==> src/pfc_pkg.sv <==
package pfc_pkg;

  localparam int TABLE_ENTRIES = 4096;
  localparam int IDX_W = $clog2(TABLE_ENTRIES);
  localparam int CNT_W = IDX_W + 1;
  localparam int ADDR_W = IDX_W + 1;
  localparam int ENTRY_W = 216;

  localparam logic [15:0] ET_VLAN_Q = 16'h8100;
  localparam logic [15:0] ET_VLAN_AD = 16'h88A8;
  localparam logic [15:0] ET_IPV4 = 16'h0800;
  localparam logic [15:0] ET_IPV6 = 16'h86DD;
  localparam logic [6:0] POS_MAX = 7'd127;
  localparam logic [31:0] MASK_RESET = 32'hFFFF0000;
  localparam logic [31:0] BASE_RESET = 32'h0A640000;

  localparam logic REG_MASK = 1'b0;
  localparam logic REG_BASE = 1'b1;

  typedef enum logic [2:0] {
    ST_EXIST = 3'd0,
    ST_NEW = 3'd1,
    ST_FULL = 3'd2,
    ST_NOT_IP = 3'd3,
    ST_BAD = 3'd4
  } status_t;

  typedef struct packed {
    logic take;
    logic mask;
    logic search_start;
    logic rd;
    logic next;
    logic hit;
    logic insert;
    logic full;
    logic emit_err;
  } cmd_t;

  typedef struct packed {
    status_t code;
    logic at_end;
    logic room;
    logic match;
    logic out_free;
  } stat_t;

endpackage

==> src/pfc_ctrl.sv <==
module pfc_ctrl (
  input  logic clk,
  input  logic rst,
  input  logic in_valid,
  input  logic in_last,
  output logic in_ready,
  input  pfc_pkg::stat_t stat,
  output pfc_pkg::cmd_t cmd
);

  typedef enum logic [6:0] {
    S_IDLE   = 7'b0000001,
    S_CHECK  = 7'b0000010,
    S_READ   = 7'b0000100,
    S_CMP    = 7'b0001000,
    S_HIT    = 7'b0010000,
    S_INSERT = 7'b0100000,
    S_FULL   = 7'b1000000
  } state_t;

  state_t state;
  state_t state_next;

  always_ff @(posedge clk) begin
    if (rst) begin
      state <= S_IDLE;
    end else begin
      state <= state_next;
    end
  end

  assign in_ready = (state == S_IDLE);

  always_comb begin
    state_next = state;
    cmd = '0;
    case (state)
      S_IDLE: begin
        if (in_valid) begin
          cmd.take = 1'b1;
          if (in_last) state_next = S_CHECK;
        end
      end
      S_CHECK: begin
        if (stat.code != pfc_pkg::ST_EXIST) begin
          if (stat.out_free) begin
            cmd.emit_err = 1'b1;
            state_next = S_IDLE;
          end
        end else begin
          cmd.mask = 1'b1;
          cmd.search_start = 1'b1;
          state_next = S_READ;
        end
      end
      S_READ: begin
        if (stat.at_end) begin
          state_next = stat.room ? S_INSERT : S_FULL;
        end else begin
          cmd.rd = 1'b1;
          state_next = S_CMP;
        end
      end
      S_CMP: begin
        if (stat.match) begin
          state_next = S_HIT;
        end else begin
          cmd.next = 1'b1;
          state_next = S_READ;
        end
      end
      S_HIT: begin
        if (stat.out_free) begin
          cmd.hit = 1'b1;
          state_next = S_IDLE;
        end
      end
      S_INSERT: begin
        if (stat.out_free) begin
          cmd.insert = 1'b1;
          state_next = S_IDLE;
        end
      end
      S_FULL: begin
        if (stat.out_free) begin
          cmd.full = 1'b1;
          state_next = S_IDLE;
        end
      end
      default: state_next = S_IDLE;
    endcase
  end

endmodule

==> config.mk <==
export PLATFORM = sky130hd
export DESIGN_NAME = pfc_ctrl
export DESIGN_NICKNAME = d
export VERILOG_FILES = /design/src/pfc_pkg.sv /design/src/pfc_ctrl.sv
export SDC_FILE = /design/constraint.sdc
export NUM_CORES = 1
export LEC_CHECK = 0
export BUFFER_PORTS_ARGS = -buffer_cell sky130_fd_sc_hd__buf_2
export CAP_MARGIN = 0
export CELL_PAD_IN_SITES_DETAIL_PLACEMENT = 0
export CELL_PAD_IN_SITES_GLOBAL_PLACEMENT = 1
export CORE_MARGIN = 1
export CORE_UTILIZATION = 35
export DETAILED_ROUTE_END_ITERATION = 10
export GPL_TIMING_DRIVEN = 0
export PLACE_DENSITY_LB_ADDON = 0.1
export SYNTH_ARGS = -nofsm -noshare
export SYNTH_HDL_FRONTEND = slang
export SYNTH_SLANG_ARGS = --single-unit
==> constraint.sdc <==
create_clock -name clk -period 3 [get_ports clk]
set_input_delay 0.45 -clock clk [delete_from_list [all_inputs] [get_ports clk]]
set_output_delay 0.45 -clock clk [all_outputs]
set_load 0.02 [all_outputs]
**Word-level counts from Yosys, hierarchy flattened**

Index checks and enable logic that the tools add are counted.

- Equal/unequal tests: 9
- Reductions and logical operators: 3
- Muxes and demuxes: 22

Operator list:

| kind | count |
|---|---|
| 7-bit 2-to-1 mux | 6 |
| 7-bit one-hot mux with 5 select lines | 1 |
| 1-bit 2-to-1 mux | 12 |
| 7-bit by 1-bit equality test with 1-bit output, second input constant | 1 |
| 7-bit by 2-bit equality test with 1-bit output, second input constant | 1 |
| 7-bit by 3-bit equality test with 1-bit output, second input constant | 1 |
| 7-bit by 4-bit equality test with 1-bit output, second input constant | 1 |
| 7-bit by 5-bit equality test with 1-bit output, second input constant | 1 |
| 7-bit by 6-bit equality test with 1-bit output, second input constant | 1 |
| 7-bit equality test, second input constant | 1 |
| 5-bit 2-to-1 mux | 1 |
| 2-bit 2-to-1 mux | 2 |
| 2-bit != test, second input constant | 2 |
| 3-bit nonzero test | 1 |
| 3-bit OR reduction | 1 |
| 2-bit AND reduction | 1 |

- Logic and storage cells: 35
- Register bits: 7
- Output and inout bits: 10
- Input port bits: 11

**Depth between registers and ports, before layout**

Gate-level depths: netlist (run 1).

- Word-level depth: 3
- Depth in mapped cells: 5
- Depth with buffers taken out: 4

**Worst setup path after synthesis (run 1)**

No wires, ideal clock.

- Kind: flip-flop to output port
- Start: register state[6]
- End: output cmd[7] in the netlist's numbering
- Data required time: 2.550 ns
- Slack: 0.464 ns
- Stages on the path, launching flop included: 5
- Buffers on the path: 2
- Data arrival time: 2.086 ns
- Cells stage by stage: dfxtp_1 -> buf_6 -> or4_4 -> nor4_1 -> buf_4

RTL lines:

| item | line | source |
|---|---|---|
| from (decl) | pfc_ctrl.sv:21 | `state_t state;` |
| from (signal assigned) | pfc_ctrl.sv:28 | `state <= state_next;` |
| to (decl) | pfc_ctrl.sv:8 | `output pfc_pkg::cmd_t cmd` |

==> run summary, run 1 <==
The post-synthesis share of cell area spent on xor and xnor gates is 0.0326. The utilization of the core after routing came out at 0.499. The signed area change from the synthesized netlist to the final layout is 27.0%. The total of buffers placed on input and output ports is 20.

The synthesized design contains 0 enable-type register cells. In the synthesized netlist, the number of instances is just under 60. The final setup skew came out at between 0.003 and 0.004 ns. The worst endpoint data arrival time came out at 2.00 ns. The final estimated routing congestion in global placement came out at just under 0.7. The largest fanout on the critical path is 8. The full die area came out at around 1700 um2. TritonCTS built the clock tree. The quantity of gates resized following cts is 0.

STA classifies the critical path startpoint as a flip-flop. The multi-input combinational cell area is roughly 370 um2. The global-route wire length before repair came out at ~2.0 mm. The total count of max-transition violations in the final report came to 0.

The count of placed standard cells in the final layout, fillers left out came out at 98. The clock slew at the register clock pins of the worst setup and hold paths is 0.05 ns. CTS built an H-tree with a depth of 1.

Clock tree synthesis selected as its root buffer the cell sky130_fd_sc_hd__clkbuf_4. The measured slew at the worst slew-check pin came out at 0.755 ns. In this run the cell area of the synthesized design comes to 537 um2. The die is a little over 40 um tall.

The maximum number of pins on one net before global-route repair came out at 9. The violation count after the first detailed-route iteration is 7. Of the post-synthesis cell area, the part taken by muxes is 0. The worst setup path is captured at a primary output. The total instance count after detailed placement is 94. The worst hold path belongs to the class input port to flip-flop. The number of warning messages in the yosys log is 0. The final sum of negative setup slack is 0 ns. For this run, the register share of the synthesized area comes to 0.261.

The final-report hold violation count came out at 0. The power per cell area is 518 nW/um2. Yosys mapped the design onto 31 distinct sky130hd cell types. For this run, the top clock speed supported by timing is 408 MHz. The portion of the clock cycle consumed by the worst path in the final layout came out at 0.817. The initial antenna violation count is 0. The number of setup buffers added after CTS is 0.

The reported leakage power is about 0.00029 uW. The synthesized net count came out at 70. The number of I/O pins came out at 21. Setup repair after global routing left no endpoint under its margin. More flip-flops sit in one register than any other, and that register is state. For this design, the sink count on the clock tree is 7.

The core region is 1370 um2. The count of unresolved DRC violations after routing came out at 0. In the synthesized netlist the dominant register cell turns out to be sky130_fd_sc_hd__dfxtp_1. The number of cell rows came out at 13. The average size of a mapped cell is 9.10 um2. The clock latency of the later-clocked register in the worst-skew pair came out at 0.27 ns. Leaving out fill and tap cells, the most frequent cell in the layout is sky130_fd_sc_hd__buf_2. The maximum root-to-sink buffer count came out at 2. The number of synthesized register bits came out at 7.

The effective utilization at floorplan came out at 0.393. The max-slew headroom at the worst pin is 0.490. After synthesis, the largest family of logic cells by area is simple AND/OR/NAND/NOR gates.

The via count of the first global-routing pass is roughly 450. Across every metal layer, demand over resource in global routing totals 0.193. The number of antenna diodes is 0. The number of violations of the max-capacitance limit came out at 0. The adder-cell area share of the yosys netlist is 0. The flip-flop count of the largest register after layout came out at 7. Setup violations remaining at the end of the flow were counted as 0.

The total wirelength of the detailed-routed design came out at 1.29 mm. After detailed routing, the average wire length per cell comes to roughly 13 um. The layout cell share with drive strength beyond 1 came out at 0.373. The die is 41.2 um wide. The worst path needs roughly 2.4 ns of the cycle, external delays included. Across the whole layout, storage elements account for 140 um2. The largest registers in the layout are state x7. The layout net count came out at 95. The final HPWL from detailed placement came out at between 1 and 1.5 mm. The vias per cell came out at approximately 5.6.

The final antenna-violating net count came out at 0. Of the total synthesized cell area, the portion taken by AND, OR, NAND and NOR gates is 0.415. The complex-gate fraction of the synthesized area came out at 0.235. After synthesis, the share of flip-flops with an asynchronous set or reset is 0.

The vias after detailed routing is 550. The critical path in this run is classified as flip-flop to primary output. For the worst setup path, the data required time is around 2.6 ns. The count of hold-fix buffers inserted at cts came out at 0.

Before antenna repair, the detailed router went through 3 iterations. After filler insertion, the fill cell instance count of the layout stands at 144. The run finished with clean final reports. The total overflow left after global routing is 0. The worst-case vdd ir drop is 262 uV. The library cells used most frequently in the layout, excluding fill and tap cells, are 20 x sky130_fd_sc_hd__buf_2, 7 x sky130_fd_sc_hd__dfxtp_1, 4 x sky130_fd_sc_hd__nor2_1, 4 x sky130_fd_sc_hd__o211ai_1, 4 x sky130_fd_sc_hd__a211oi_1.

The number of CTS-inserted buffers came out at 3.
==> logic make-up (layout without fill, tap and decap cells) <==
| kind of cell | after synthesis | count (layout) |
|---|---|---|
| AND/OR/NAND/NOR | 29 | 29 |
| AO/OA/AOI/OAI | 16 | 16 |
| flip-flops | 7 | 7 |
| buffers and inverters | 5 | 29 |
| XOR/XNOR | 2 | 2 |
==> through the flow <==
step / area [um2] / total power [uW] / setup WS (ns) / hold WS (ns)
2_1_floorplan: 537 / 226 / 0.464 / 0.539
3_3_place_gp: 656 / 263 / 0.831 / 0.579
3_5_place_dp: 656 / 266 / 0.829 / 0.584
4_1_cts: 682 / 354 / 0.543 / 0.418
5_1_grt: 682 / 378 / 0.459 / 0.429
6_report: 682 / 353 / 0.550 / 0.414
==> layer usage <==
| metal | track usage | share of wire | vias up |
|---|---|---|---|
| li1 | - | - | 282 |
| met3 | 0.0978 | 0.067 | 4 |
| met5 | 0 | 0 | - |
| met2 | 0.297 | 0.45 | 14 |
| met4 | 0.0726 | 0.017 | 0 |
| met1 | 0.226 | 0.46 | 250 |
==> power by group <==
| part | switching (uW) | internal (uW) | total (uW) |
|---|---|---|---|
| Clock | 40.0 | 51.1 | 91.1 |
| Combinational | 77.1 | 65.2 | 142 |
| Sequential | 17.7 | 102 | 120 |
==> final timing paths <==
check,end,start,cells past startpoint,slack (ns)
min reg2reg,state[4],state[4],2,0.59
max,cmd[7],state[6],5,0.55
max reg2reg,state[6],state[3],4,1.12
min,state[0],rst,3,0.41
==> cell type report <==
type | count | share of cell area
Buffer | 2 | 0.0275
Clock buffer | 4 | 0.0385
Inverter | 3 | 0.0165
Multi-Input combinational cell | 47 | 0.538
Sequential cell | 7 | 0.206
Tap cell | 15 | 0.0275
Timing Repair Buffer | 20 | 0.147
==> cell usage after synthesis (2+ instances only) <==
cell type	instances	share of area
sky130_fd_sc_hd__nand2b_1	2	0.023
sky130_fd_sc_hd__dfxtp_1	7	0.26
sky130_fd_sc_hd__inv_1	3	0.021
sky130_fd_sc_hd__a211oi_1	4	0.056
sky130_fd_sc_hd__nand3_1	2	0.019
sky130_fd_sc_hd__nor4_1	2	0.023
sky130_fd_sc_hd__nand2_1	2	0.014
sky130_fd_sc_hd__a21o_1	2	0.028
sky130_fd_sc_hd__nor2_1	4	0.028
sky130_fd_sc_hd__or4_4	2	0.042
sky130_fd_sc_hd__a21oi_1	2	0.019
sky130_fd_sc_hd__nor4b_4	2	0.089
sky130_fd_sc_hd__o211ai_1	4	0.056
sky130_fd_sc_hd__nor3_1	2	0.019
sky130_fd_sc_hd__nor4b_1	3	0.049
==> worst max-delay path: stages (launching register included) <==
cell and delay, ns:
sky130_fd_sc_hd__dfxtp_1 0.30, sky130_fd_sc_hd__buf_6 0.13, sky130_fd_sc_hd__or4_4 0.53, sky130_fd_sc_hd__nor4_1 0.45, sky130_fd_sc_hd__buf_4 0.18, sky130_fd_sc_hd__buf_2 0.15
Note: power is estimated with default switching activity, not from simulation.
==> run 2: changes to the inputs <==
--- a/config.mk
+++ b/config.mk
@@ -5,12 +5,13 @@
 export SDC_FILE = /design/constraint.sdc
 export NUM_CORES = 1
 export LEC_CHECK = 0
+export ABC_AREA = 1
 export BUFFER_PORTS_ARGS = -buffer_cell sky130_fd_sc_hd__buf_2
 export CAP_MARGIN = 0
 export CELL_PAD_IN_SITES_DETAIL_PLACEMENT = 0
 export CELL_PAD_IN_SITES_GLOBAL_PLACEMENT = 1
 export CORE_MARGIN = 1
-export CORE_UTILIZATION = 35
+export CORE_UTILIZATION = 31
 export DETAILED_ROUTE_END_ITERATION = 10
 export GPL_TIMING_DRIVEN = 0
 export PLACE_DENSITY_LB_ADDON = 0.1
==> constraint.sdc (replaced) <==
create_clock -name clk -period 2.5 [get_ports clk]
set_input_delay 0.375 -clock clk [delete_from_list [all_inputs] [get_ports clk]]
set_output_delay 0.375 -clock clk [all_outputs]
set_load 0.02 [all_outputs]
==> run 2 against run 1 <==
Against the previous run: routed wire length down 0.77%; worst setup slack better by 0.16 ns; non-clock buffer count down 1; clock power up 11%; register-to-register slack better by 0.15 ns; largest cell class unchanged.
==> run summary, run 2 <==
The flow ran to the end, and the final reports show no timing, DRC or antenna violations. The clock latency of the later-clocked register in the worst-skew pair is 0.25 ns. Summed over all nets, the half-perimeter wirelength after detailed placement is 1.12 mm.

The clock slew at the register clock pins of the worst setup and hold paths is ~0.050 ns. In this run the worst path has a maximum fanout of 6. Setup violations remaining at the end of the flow were counted as 0. The power per cell area came out at 455 nW/um2. Of the total power, the clock network draws 0.303. The library cell used most frequently in the layout, excluding fill and tap cells, is sky130_fd_sc_hd__buf_2. The floorplan die height came out at 44.9 um. The detailed router placed 585 vias in this run. On the critical path, the stage with the largest delay is an instance of sky130_fd_sc_hd__dfxtp_1.

Among all cell types in the netlist, the one instantiated most often is sky130_fd_sc_hd__nor2_1. Counting every net in the synthesized netlist gives 102. The final-report hold violation count came to 0.

The number of levels the H-tree was split into is 1. The full die area is 2020 um2. The number of warning messages in the yosys log is 0. Once routing completed, OpenROAD measured the worst setup slack at 0.709 ns. The biggest area consumer among synthesized cells is sky130_fd_sc_hd__dfxtp_1.

The final antenna-violating net count is 0. The first global-routing pass estimated 2.05 mm of wire. The cell area after layout is 729 um2. The layout cell share with drive strength beyond 1 is 0.383.

The CTS root buffer is sky130_fd_sc_hd__clkbuf_4. The number of CTS-inserted buffers came out at 3. The flip-flop count of the largest register after layout is 7. The data required time of the worst path came out at 2.12 ns. The area after detailed placement is 703 um2.

The final sum of negative setup slack came out at 0 ns. The total wirelength of the detailed-routed design came out at ~1.3 mm. In this run, the number of DRC markers left after iteration 0 of detailed routing was 9. The first-pass iteration count of the detailed router is 4. Prior to clock tree synthesis, the placed netlist has a worst setup slack of 0.965 ns. The worst hold path begins at rst. The maximum root-to-sink buffer count is 2. The smallest hold slack is 0.333 ns. The largest registers in the layout are state x7. The worst hold path belongs to the class input port to flip-flop. TritonCTS built the clock tree. The tool flagged a number of max-cap violations equal to 0.

The initial antenna violation count was 0. The async set-reset flop share out of synthesis came out at 0. The number of synthesized register bits is 7.

The launching element type of the critical path is a flip-flop. The layout net count is 127. Of the total power, registers draw 0.373.

Setup repair after global routing left no endpoint under its margin. The internal power of the cells totals 216 uW. The initial utilization of the core area, before any placement, comes to 0.331. In this run, post-CTS repair resized a total of 0 instances. Walking the worst path, the cells encountered are nor2_4 > nand2_4 > inv_6 > nand2_2 > nor2_1 > buf_4 > buf_2. The congestion estimate from routability-driven global placement came to between 0.7 and 0.8. Measured on the finished design, the core utilization comes to 0.422. The post-synthesis instance total is just over 90. Of the total power, the share spent switching nets is 0.349. The measured slew at the worst slew-check pin is 0.220 ns. The time the final worst path needs with I/O delays and setup came out at 1.79 ns.

Summed over all cells, the static leakage comes to 0.000348 uW. Ranked by total cell area, the synthesized netlist is headed by sky130_fd_sc_hd__dfxtp_1 25%, sky130_fd_sc_hd__nor2_1 11%, sky130_fd_sc_hd__nand2_1 9.2%. In the layout the commonest cells are 20 x sky130_fd_sc_hd__buf_2, 16 x sky130_fd_sc_hd__nor2_1, 14 x sky130_fd_sc_hd__nand2_1. In this run the worst setup path begins at state[4]. The longest individual stage delay on the worst path is 0.35 ns.

In the routed design, unresolved DRC markers number 0. Across the VDD grid, the largest voltage drop is 284 uV. The final setup skew is 0.00356 ns.

The highest clock rate came out at 558 MHz. The portion of the clock cycle consumed by the worst path in the final layout is 0.716. The signed area change from the synthesized netlist to the final layout came out at 27.6%. The slack of the worst reg-to-reg path is 1.27 ns. The kind of cell with the highest combined delay along the critical path is simple AND/OR/NAND/NOR gates. In the synthesized netlist the dominant register cell turns out to be sky130_fd_sc_hd__dfxtp_1. The maximum number of pins on one net before global-route repair came out at 8. The final global-route overflow total is 0.

0 antenna diodes ended up in the layout. The number of cell rows came out at 15. The via count of the first global-routing pass came to approximately 530. The part of the Yosys area used for sequential elements is 0.245. The total of buffers placed on input and output ports came out at 20. The average size of a mapped cell is approximately 6.3 um2. The count of hold-fix buffers inserted at cts came out at 0. The width of the die is 44.9 um. The number of setup buffers added after CTS came out at 0. The net switching power came out at 116 uW.

The worst register-to-register path begins at state[2]. The combinational share of power came out at 0.324. STA classifies the critical path endpoint as a primary output. The area fraction of the dominant cell type after synthesis came out at 0.245. The synthesized cell area came out at 572 um2. Measured against its own limit, the worst slew margin works out to 0.853.

The count of unique library cells instantiated by Yosys is 19. The number of I/O pins came out at 21. Data arrives at the worst endpoint at 1.42 ns. The vias per cell is 4.18. For this run, the total global-route usage over all layers was measured as 0.145. The clock drives 7 sinks. The count of flip-flops with a built-in enable after synthesis came out at 0. The buffer and inverter count on the worst path came out at 3. The largest register by flop count is state. After synthesis, the most frequently instantiated cells are 16 x sky130_fd_sc_hd__nor2_1, 14 x sky130_fd_sc_hd__nand2_1, 13 x sky130_fd_sc_hd__inv_1, 9 x sky130_fd_sc_hd__nand3_1, 7 x sky130_fd_sc_hd__dfxtp_1.

The total count of max-transition violations in the final report came out at 0. Dividing the detail-routed wire length by the instance count gives 9.16 um. The worst setup path is of the flip-flop to primary output kind. The floorplan step defined a core boundary enclosing 1730 um2.
[run 2: stage by stage]
stage                     power (uW)  instances
after global routing             359        140
final                            332        140
after CTS                        339        140
after floorplan                  204         91
after global placement           235        136
after detailed placement         235        136
[run 2: final timing paths]
check | to | cells after the start
worst min-delay path | state[6] | 2
worst max register to register | state[3] | 8
worst min register to register | state[6] | 2
worst max-delay path | cmd[7] | 7
[run 2: metal layers]
metal	vias to the layer above	part of all wire	GRT usage
li1	329	-	-
met1	239	0.50	0.181
met2	15	0.45	0.241
met3	2	0.041	0.0120
met4	0	0.0094	0.0909
met5	-	0	0
[run 2: kinds of logic (layout without fill, tap and decap cells)]
group / count (synthesis) / after routing / share of synthesized area
buf+inv: 17 / 41 / 0.127
flops: 7 / 7 / 0.245
compound gates: 6 / 6 / 0.0547
simple gates: 61 / 61 / 0.573
[run 2: area by class of cell]
cell class	instances	area (um2)
fill	215	997
multi-input combinational	67	359
sequential	7	140
timing repair buffer	20	100
inverter	16	65.1
tap	25	31.3
clock buffer	4	26.3
buffer	1	7.51
[run 2: power by group through the flow]
stage / logic, uW / clock network (uW) / registers [uW]
finish: 107 / 101 / 124
global route: 123 / 111 / 125
CTS: 109 / 106 / 124
detailed placement: 109 / 0 / 126
global placement: 108 / 0 / 126
floorplan: 78.9 / 0 / 125
[run 2: worst reg2reg max path: cells and delay by family (launching register included)]
family / cells / cell delay, ns
flops: 1 / 0.32
simple gates: 7 / 0.76
buf+inv: 1 / 0.06
==> run 3: changes to the inputs <==
--- a/config.mk
+++ b/config.mk
@@ -11,7 +11,7 @@
 export CELL_PAD_IN_SITES_DETAIL_PLACEMENT = 0
 export CELL_PAD_IN_SITES_GLOBAL_PLACEMENT = 1
 export CORE_MARGIN = 1
-export CORE_UTILIZATION = 31
+export CORE_UTILIZATION = 28
 export DETAILED_ROUTE_END_ITERATION = 10
 export GPL_TIMING_DRIVEN = 0
 export PLACE_DENSITY_LB_ADDON = 0.1
==> constraint.sdc (replaced) <==
create_clock -name clk -period 1.5 [get_ports clk]
set_input_delay 0.225 -clock clk [delete_from_list [all_inputs] [get_ports clk]]
set_output_delay 0.225 -clock clk [all_outputs]
set_load 0.02 [all_outputs]
==> run 3 against run 2 <==
Against the previous run: routed wire length increased by 11%; highest routed layer unchanged; hold slack got worse by 0.16 ns; critical endpoint unchanged; global-route usage decreased by 0.092 points; clock-buffer cell count unchanged; sequential power increased by 69%; core utilization increased by 8.1 points; clock skew decreased by 0.0029 ns; register-to-register slack got worse by 1.1 ns; first-iteration DRC count increased by 56%; largest power group is now combinational cells.
==> run summary, run 3 (same netlist as run 2, synthesis figures left out) <==
The run finished with clean final reports. For this run, global-route usage on met2 was measured as 0.225. 0 antenna diodes ended up in the layout. In this run the power spent charging and discharging nets is roughly 240 uW. CTS built an H-tree with a depth of 1. The switching share of total power is 0.364. The total instance count after detailed placement came out at 136. The final estimated routing congestion in global placement came out at 0.784. The die covers 2230 um2. In this run the cell area measured after placement is 703 um2. Pin placement for this block handled 21 I/O pins. The number of CTS-inserted buffers came out at 3. The violation count after the first detailed-route iteration is 14.

The flip-flop count of the largest register after layout is 7. The final HPWL from detailed placement came out at 1.13 mm. For this run, the top clock speed supported by timing is 668 MHz.

The wire length per cell after detailed routing is between 9 and 10 um. The largest fanout on the critical path came out at 6. The layout net count is 134. The via count of the first global-routing pass is 539. TritonCTS built the clock tree. In the global route stage, met1 resource usage came out at 0.194. The library cell used most frequently in the layout, excluding fill and tap cells, is sky130_fd_sc_hd__buf_2.

The worst pin sits at a relative slew slack of 0.794. The signed area change from the synthesized netlist to the final layout is 60.2%. The combinational share of power is 0.402. The total routing usage reported by global routing came out at 0.144. The final sum of negative setup slack came out at 0 ns. The clock slew at the register clock pins of the worst setup and hold paths came out at 0.05 ns.

In this run the most used layer during global routing was met2. The count of unresolved DRC violations after routing came out at 0. The total count of max-transition violations in the final report came out at 0.

state holds more flip-flops than any other register. Global routing finished with a remaining overflow of 0. The met3 usage in global routing is 0.0115.

The global-route wire length before repair came out at about 2.2 mm. Setup repair after global routing could not meet its margin everywhere. The worst setup margin came out at 0.00313 ns. The die is 47.2 um wide. VDD sags by at most 470 uV.

The maximum number of pins on one net before global-route repair came out at 8. The launching element type of the critical path is a flip-flop. The number of violations of the max-capacitance limit came out at 0. The number of clock sinks is 7. The final-report hold violation count is 0.

The measured slew at the worst slew-check pin came out at 0.308 ns. The time the final worst path needs with I/O delays and setup is approximately 1.5 ns. Dividing the final minimum period by the clock period gives 0.998. The floorplan die height came out at 47.2 um. The share of total power in sequential cells is 0.323. The internal power contribution is approximately 410 uW. The effective utilization at floorplan is 0.314.

The number of endpoints failing setup at the final stage is 0. Dividing the detail-routed via count by the number of cells gives around 4.5. The total wirelength of the detailed-routed design is ~1.4 mm. The maximum root-to-sink buffer count came out at 2. Clock tree synthesis selected as its root buffer the cell sky130_fd_sc_hd__clkbuf_4. The initial antenna violation count came to 0. The worst hold path belongs to the class input port to flip-flop. Prior to clock tree synthesis, the placed netlist has a worst setup slack of 0.109 ns.

The number of cell rows is 15. At the worst endpoint, the arrival time is roughly 1.3 ns. In the final layout, the share of cells above drive strength 1 is 0.574. After floorplanning, the core was sized to cover ~1800 um2. The final antenna-violating net count came out at 0. The smallest hold slack is 0.175 ns.

The worst setup path is of the flip-flop to primary output kind. The vias after detailed routing is 661. The share of total power dissipated in the clock network is 0.275.

The count of placed standard cells in the final layout, fillers left out is 147. The data required time of the worst path came out at 1.27 ns. The clock latency of the later-clocked register in the worst-skew pair is 0.26 ns. The kind of end point of the critical path is a primary output. The total of buffers placed on input and output ports came out at 20. The cell area after layout came out at 916 um2.

The final setup skew came out at 0.000683 ns. The reported leakage power is roughly 0.00040 uW. The top cell types in the final layout, fill and taps aside, are 13 x sky130_fd_sc_hd__buf_2, 12 x sky130_fd_sc_hd__nand2_1, 11 x sky130_fd_sc_hd__inv_1, 11 x sky130_fd_sc_hd__nor2_1. The largest registers in the layout are state x7. The power per cell area came out at 704 nW/um2.

The first-pass iteration count of the detailed router is 4.
-- run 3: layout make-up --
type	instances	area (um2)
Fill cell	210	905
Sequential cell	7	150
Clock buffer	4	26.3
Timing Repair Buffer	27	185
Multi-Input combinational cell	67	444
Tap cell	25	31.3
Inverter	16	67.6
Buffer	1	11.3
-- run 3: critical path, stage by stage (launching register included) --
cell	delay [ns]
sky130_fd_sc_hd__dfxtp_4	0.35
sky130_fd_sc_hd__nor2_4	0.13
sky130_fd_sc_hd__nand2_4	0.09
sky130_fd_sc_hd__inv_8	0.10
sky130_fd_sc_hd__nand2_4	0.06
sky130_fd_sc_hd__nor2_4	0.09
sky130_fd_sc_hd__buf_6	0.10
sky130_fd_sc_hd__buf_6	0.10
-- run 3: what timing repair did --
action | in CTS | in global routing
hold buffers | 0 | 0
pin swaps | 5 | 8
gates resized for setup | 15 | 27
setup buffers | 4 | 3
endpoints found under the setup margin | 5 | 9
-- run 3: final timing paths --
check / end / depth (start not counted) / slack, ns / start
setup / recovery: cmd[7] / 7 / 0.003 / state[4]
hold / removal: state[4] / 2 / 0.18 / rst
setup reg to reg: state[5] / 8 / 0.21 / state[3]
hold reg to reg: state[6] / 2 / 0.53 / state[6]
-- run 3: metrics by stage --
stage                      util  total power [uW]
final                     0.503               645
after global routing      0.503               684
after CTS                 0.439               613
after detailed placement  0.386               391
after global placement    0.386               391
after floorplan               -               340
-- run 3: power groups by stage --
stage                     registers (uW)  clock network, uW  logic (uW)
after CTS                            208                185         220
after floorplan                      209                  0         132
after global routing                 210                191         283
final                                209                177         259
after detailed placement             211                  0         180
after global placement               210                  0         181
-- run 3: layer usage --
metal / vias up / wire, um
met5: - / 0
met1: 291 / 699
li1: 346 / -
met2: 21 / 653
met4: 0 / 28
met3: 3 / 45
